**config.mk**
```make
export PLATFORM = sky130hd
export DESIGN_NAME = ffira_ctrl
export DESIGN_NICKNAME = d
export VERILOG_FILES = /design/src/design/ffira_pkg.sv /design/src/design/ffira_ctrl.sv
export SDC_FILE = /design/constraint.sdc
export NUM_CORES = 1
export LEC_CHECK = 0
export BUFFER_PORTS_ARGS = -buffer_cell sky130_fd_sc_hd__buf_2
export CAP_MARGIN = 15
export CORE_AREA = 4 4 41 43
export CTS_CLUSTER_SIZE = 24
export DETAILED_ROUTE_END_ITERATION = 8
export DIE_AREA = 0 0 45 47
export GPL_TIMING_DRIVEN = 0
export HOLD_SLACK_MARGIN = 0.02
export PLACE_DENSITY_LB_ADDON = 0.2
export REMOVE_ABC_BUFFERS = 1
export SKIP_CTS_REPAIR_TIMING = 1
export SLEW_MARGIN = 10
export SYNTH_ARGS = -nofsm -noshare
export SYNTH_HDL_FRONTEND = slang
export SYNTH_SLANG_ARGS = --single-unit
```
**constraint.sdc**
```tcl
create_clock -name clk -period 2.03 [get_ports clk]
set_clock_uncertainty 0.1 [all_clocks]
set_input_delay 0.609 -clock clk [delete_from_list [all_inputs] [get_ports clk]]
set_output_delay 0.609 -clock clk [all_outputs]
set_load 0.01 [all_outputs]
```
**src/design/ffira_pkg.sv**
```systemverilog
// Shared constants, types and a helper function of the first-fit interval room allocator.
`default_nettype none

package ffira_pkg;

    localparam int MAX_ROOMS_DEF      = 16;
    localparam int SLOTS_PER_ROOM_DEF = 16;
    localparam int TIME_BITS_DEF      = 16;

    // Fixed widths of the transaction fields.
    localparam int IN_TIME_W  = 16;
    localparam int ROOM_IDX_W = 4;
    localparam int ROOM_CNT_W = 5;

    localparam logic STATUS_PLACED  = 1'b0;
    localparam logic STATUS_DROPPED = 1'b1;

    function automatic int clog2_min1(input int value);
        int bits;
        bits = $clog2(value);
        return (bits < 1) ? 1 : bits;
    endfunction

    // Commands from the controller to the datapath.
    typedef struct packed {
        logic load;
        logic cnt_rd;
        logic scan_start;
        logic issue;
        logic next_room;
        logic place_old;
        logic place_new;
        logic drop;
    } ffira_cmd_t;

    // Status from the datapath to the controller.
    typedef struct packed {
        logic room_lt_open;
        logic can_open;
        logic cnt_full;
        logic issue_done;
        logic hit;
        logic out_free;
    } ffira_status_t;

endpackage

`default_nettype wire

```
**src/design/ffira_ctrl.sv**
```systemverilog
// Controller state machine that sequences the room and booking scan.
`default_nettype none

module ffira_ctrl (
    input  wire logic                     clk,
    input  wire logic                     rst_n,
    input  wire logic                     req_valid,
    output logic                          req_ready,
    input  wire ffira_pkg::ffira_status_t status_in,
    output ffira_pkg::ffira_cmd_t         cmd
);
    import ffira_pkg::*;

    typedef enum logic [3:0] {
        ST_IDLE  = 4'b0001,
        ST_ROOM  = 4'b0010,
        ST_COUNT = 4'b0100,
        ST_SCAN  = 4'b1000
    } state_t;

    state_t state_reg;
    state_t state_next;

    always_comb
    begin
        cmd        = '0;
        state_next = state_reg;
        req_ready  = (state_reg == ST_IDLE);
        unique case (state_reg)
            ST_IDLE:
            begin
                if (req_valid)
                begin
                    cmd.load   = 1'b1;
                    state_next = ST_ROOM;
                end
            end
            ST_ROOM:
            begin
                if (status_in.room_lt_open)
                begin
                    cmd.cnt_rd = 1'b1;
                    state_next = ST_COUNT;
                end
                else if (status_in.out_free)
                begin
                    // No open room fits: open the next one, or drop when none is left.
                    if (status_in.can_open)
                        cmd.place_new = 1'b1;
                    else
                        cmd.drop = 1'b1;
                    state_next = ST_IDLE;
                end
            end
            ST_COUNT:
            begin
                if (status_in.cnt_full)
                begin
                    cmd.next_room = 1'b1;
                    state_next    = ST_ROOM;
                end
                else
                begin
                    cmd.scan_start = 1'b1;
                    state_next     = ST_SCAN;
                end
            end
            ST_SCAN:
            begin
                if (status_in.hit)
                begin
                    cmd.next_room = 1'b1;
                    state_next    = ST_ROOM;
                end
                else if (!status_in.issue_done)
                begin
                    cmd.issue = 1'b1;
                end
                else if (status_in.out_free)
                begin
                    cmd.place_old = 1'b1;
                    state_next    = ST_IDLE;
                end
            end
            default:
            begin
                state_next = ST_IDLE;
            end
        endcase
    end

    always_ff @(posedge clk or negedge rst_n)
    begin
        if (!rst_n)
            state_reg <= ST_IDLE;
        else
            state_reg <= state_next;
    end

endmodule

`default_nettype wire

```
==> results.sh <==
export IMPL_ir_drop_v=0.0004938
export IMPL_path_cells="nor4b_4 > and4bb_2 > buf_6"
export IMPL_cts_buffer_depth=2
export IMPL_rows=13
export IMPL_vias=407
export IMPL_nets=78
export IMPL_r2r_cells=4
export IMPL_p_leak_nw=0.2999
export IMPL_yosys_area_top_type="dfrtp_1"
export IMPL_grt_overflow_total=0
export IMPL_die_h_um=47
export IMPL_pre_cts_ws_ns=-0.3379
export IMPL_final_max_slew_viol_count=0
export IMPL_critPathRequiredTime_ns=1.32
export IMPL_via_per_inst=4.904
export IMPL_worstReg2RegEnd="state_reg[1]"
export IMPL_die_area_um2=2115
export IMPL_r2r_start="state_reg[1]"
export IMPL_cts_tree="done"
export IMPL_status="finished with violations"
export IMPL_cts_buffers=3
export IMPL_wl_per_cell_um=12.84
export IMPL_syn_avg_cell_area_um2=8.726
export IMPL_multiInputGateArea_um2=305.3
export IMPL_root_buffer="clkbuf_4"
export IMPL_powerDensity_nw_per_um2=816.0
export IMPL_core_area_um2=1301
export IMPL_pwr_share_seq_pct=28.8
export IMPL_drtIter0Drc=1
export IMPL_synth_edf_count=0
export IMPL_syn_to_final_growth_pct=87.50
export IMPL_synth_area_um2=340.3
export IMPL_ios=18
export IMPL_synthArstFlopShare_pct=100.0
export IMPL_clkTransAtPathRegs_ns=0.04
export IMPL_fp_dieW_um=45
export IMPL_grt_max_degree=11
export IMPL_track_usage_pct=9.531
export IMPL_synth_common_cells="dfrtp_1, nor2_1, nor3b_1"
export IMPL_synth_distinct_cells=26
export IMPL_start_util_pct=26.15
export IMPL_drc_errors=0
export IMPL_dp_hpwl_um=659.6
export IMPL_place_congestion=0.6914
export IMPL_wl_um=1066
export IMPL_setup_slack_ns=-0.09412
export IMPL_largest_reg_flops=4
export IMPL_fin_crit_ns=2.124
export IMPL_setup_worst_path_start_class="flip-flop"
export IMPL_drive_gt1_share_pct=64.71
export IMPL_fill_cells=126
export IMPL_synth_seq_cells=4
export IMPL_tns_ns=-0.2923
export IMPL_violations="setup timing"
export IMPL_clkSinkCount=4
export IMPL_end_kind="primary output"
export IMPL_clock_latency_ns=0.24
export IMPL_rsz0062_at_grt="true"
export IMPL_power_frac_comb_pct=50.3
export IMPL_power_switching_mw=0.1878
export IMPL_antenna_found_initial=0
export IMPL_period_share_pct=104.6
export IMPL_grt_pass1_vias=323
export IMPL_antenna_cells=0
export IMPL_crit_family="simple AND/OR/NAND/NOR gates"
export IMPL_grt_pass1_wl_um=1414
export IMPL_clockPowerShare_pct=20.9
export IMPL_finalSetupViolCount=6
export IMPL_synth_warning_count=0
export IMPL_synthTopCellsByArea="dfrtp_1, dfstp_2, nor3b_1"
export IMPL_worst_pin_slew_ns=0.2596
export IMPL_first_pass_iters=2
export IMPL_critPathMaxStageDelay_ns=0.46
export IMPL_netSwitchingFraction_pct=36.07
export IMPL_ys_flop_type="dfrtp_1"
export IMPL_hold_viol_final=0
export IMPL_h_tree_depth=1
export IMPL_p_int_mw=0.3329
export IMPL_worstHoldPathType="primary input to asynchronous set/reset pin"
export IMPL_port_buffers=17
export IMPL_ant_nets=0
export IMPL_fmax_ghz=0.4708
export IMPL_seq_area_um2=105.1
export IMPL_worst_path_buf_inv=1
export IMPL_netlist_area_leader_share_pct=22.06
export IMPL_syn_inst=39
export IMPL_maxCapViolCount=0
export IMPL_crit_slowest_cell="dfrtp_2"
export IMPL_cp_max_fo=5
export IMPL_worstSetupPathType="flip-flop to primary output"
export IMPL_slew_headroom_pct=82.62
export IMPL_reg2reg_slack_ns=0.43
export IMPL_arrival_ns=1.42
export IMPL_ys_seq_area_share_pct=29.78
[logic make-up (layout without fill, tap and decap cells)]
family	Yosys count	count (layout)	share of synthesized area (%)
AO/OA/AOI/OAI	7	7	16.18
XOR/XNOR	1	1	2.574
buffers and inverters	3	32	3.673
flip-flops	4	4	29.78
AND/OR/NAND/NOR	24	24	47.79
[metal layers]
layer	global-route usage [%]	vias up	part of all wire, %
met5	0	-	0
met4	8.772	0	1.8
met3	1.533	2	5.3
met2	13.28	15	48
met1	12.47	186	45
li1	-	204	-
[through the flow]
step	util (%)	power [mW]	instances	hold slack, ns	cell area [um2]
after CTS	35.48	0.4257	73	0.05416	461.7
final	49.04	0.5207	83	0.06423	638.1
after detailed placement	33.46	0.3115	69	0.3142	435.4
after floorplan	-	0.2513	37	0.2134	331.6
after global routing	49.04	0.5611	83	0.06488	638.1
after global placement	33.46	0.3125	69	0.3147	435.4
[cell type report]
cell class	count	share of cell area (%)
multi-input cells	32	47.84
repair buffers	27	28.04
flip-flops and latches	4	16.47
clock buffers	4	4.118
well taps	15	2.941
inverters	1	0.5882
[cells in the final DEF, fill, tap and decap left out, drive strengths merged, types with 2 or more instances in the layout]
master  count
nor2        3
nand2       2
dfrtp       3
nand2b      2
clkbuf      4
nand3b      2
nor4        2
and2        2
nor3b       3
a21oi       2
buf        27
nor4b       2
[power by group through the flow]
stage               Combinational [mW]  Sequential, mW  Clock [mW]
floorplan                        0.123           0.128           0
global placement                 0.174           0.139           0
detailed placement               0.174           0.138           0
CTS                              0.174           0.137       0.115
global route                     0.286           0.156       0.120
finish                           0.262           0.150       0.109
[worst max-delay path by stage]
stage	slack [ns]	depth (start not counted)	startpoint	end
finish	-0.09	3	state_reg[3]	cmd[0]
global route	-0.16	3	state_reg[3]	cmd[1]
CTS	-0.60	3	state_reg[3]	cmd[0]
detailed placement	-0.34	3	state_reg[3]	cmd[0]
global placement	-0.31	3	state_reg[3]	cmd[0]
floorplan	-0.02	3	state_reg[0]	cmd[7]
[worst register-to-register path: stages (launching register included)]
cell	delay, ns
dfrtp_2	0.42
buf_4	0.14
or4b_1	0.46
a211oi_2	0.23
a2bb2oi_1	0.17
No activity file was read; power rests on OpenSTA's default activity.
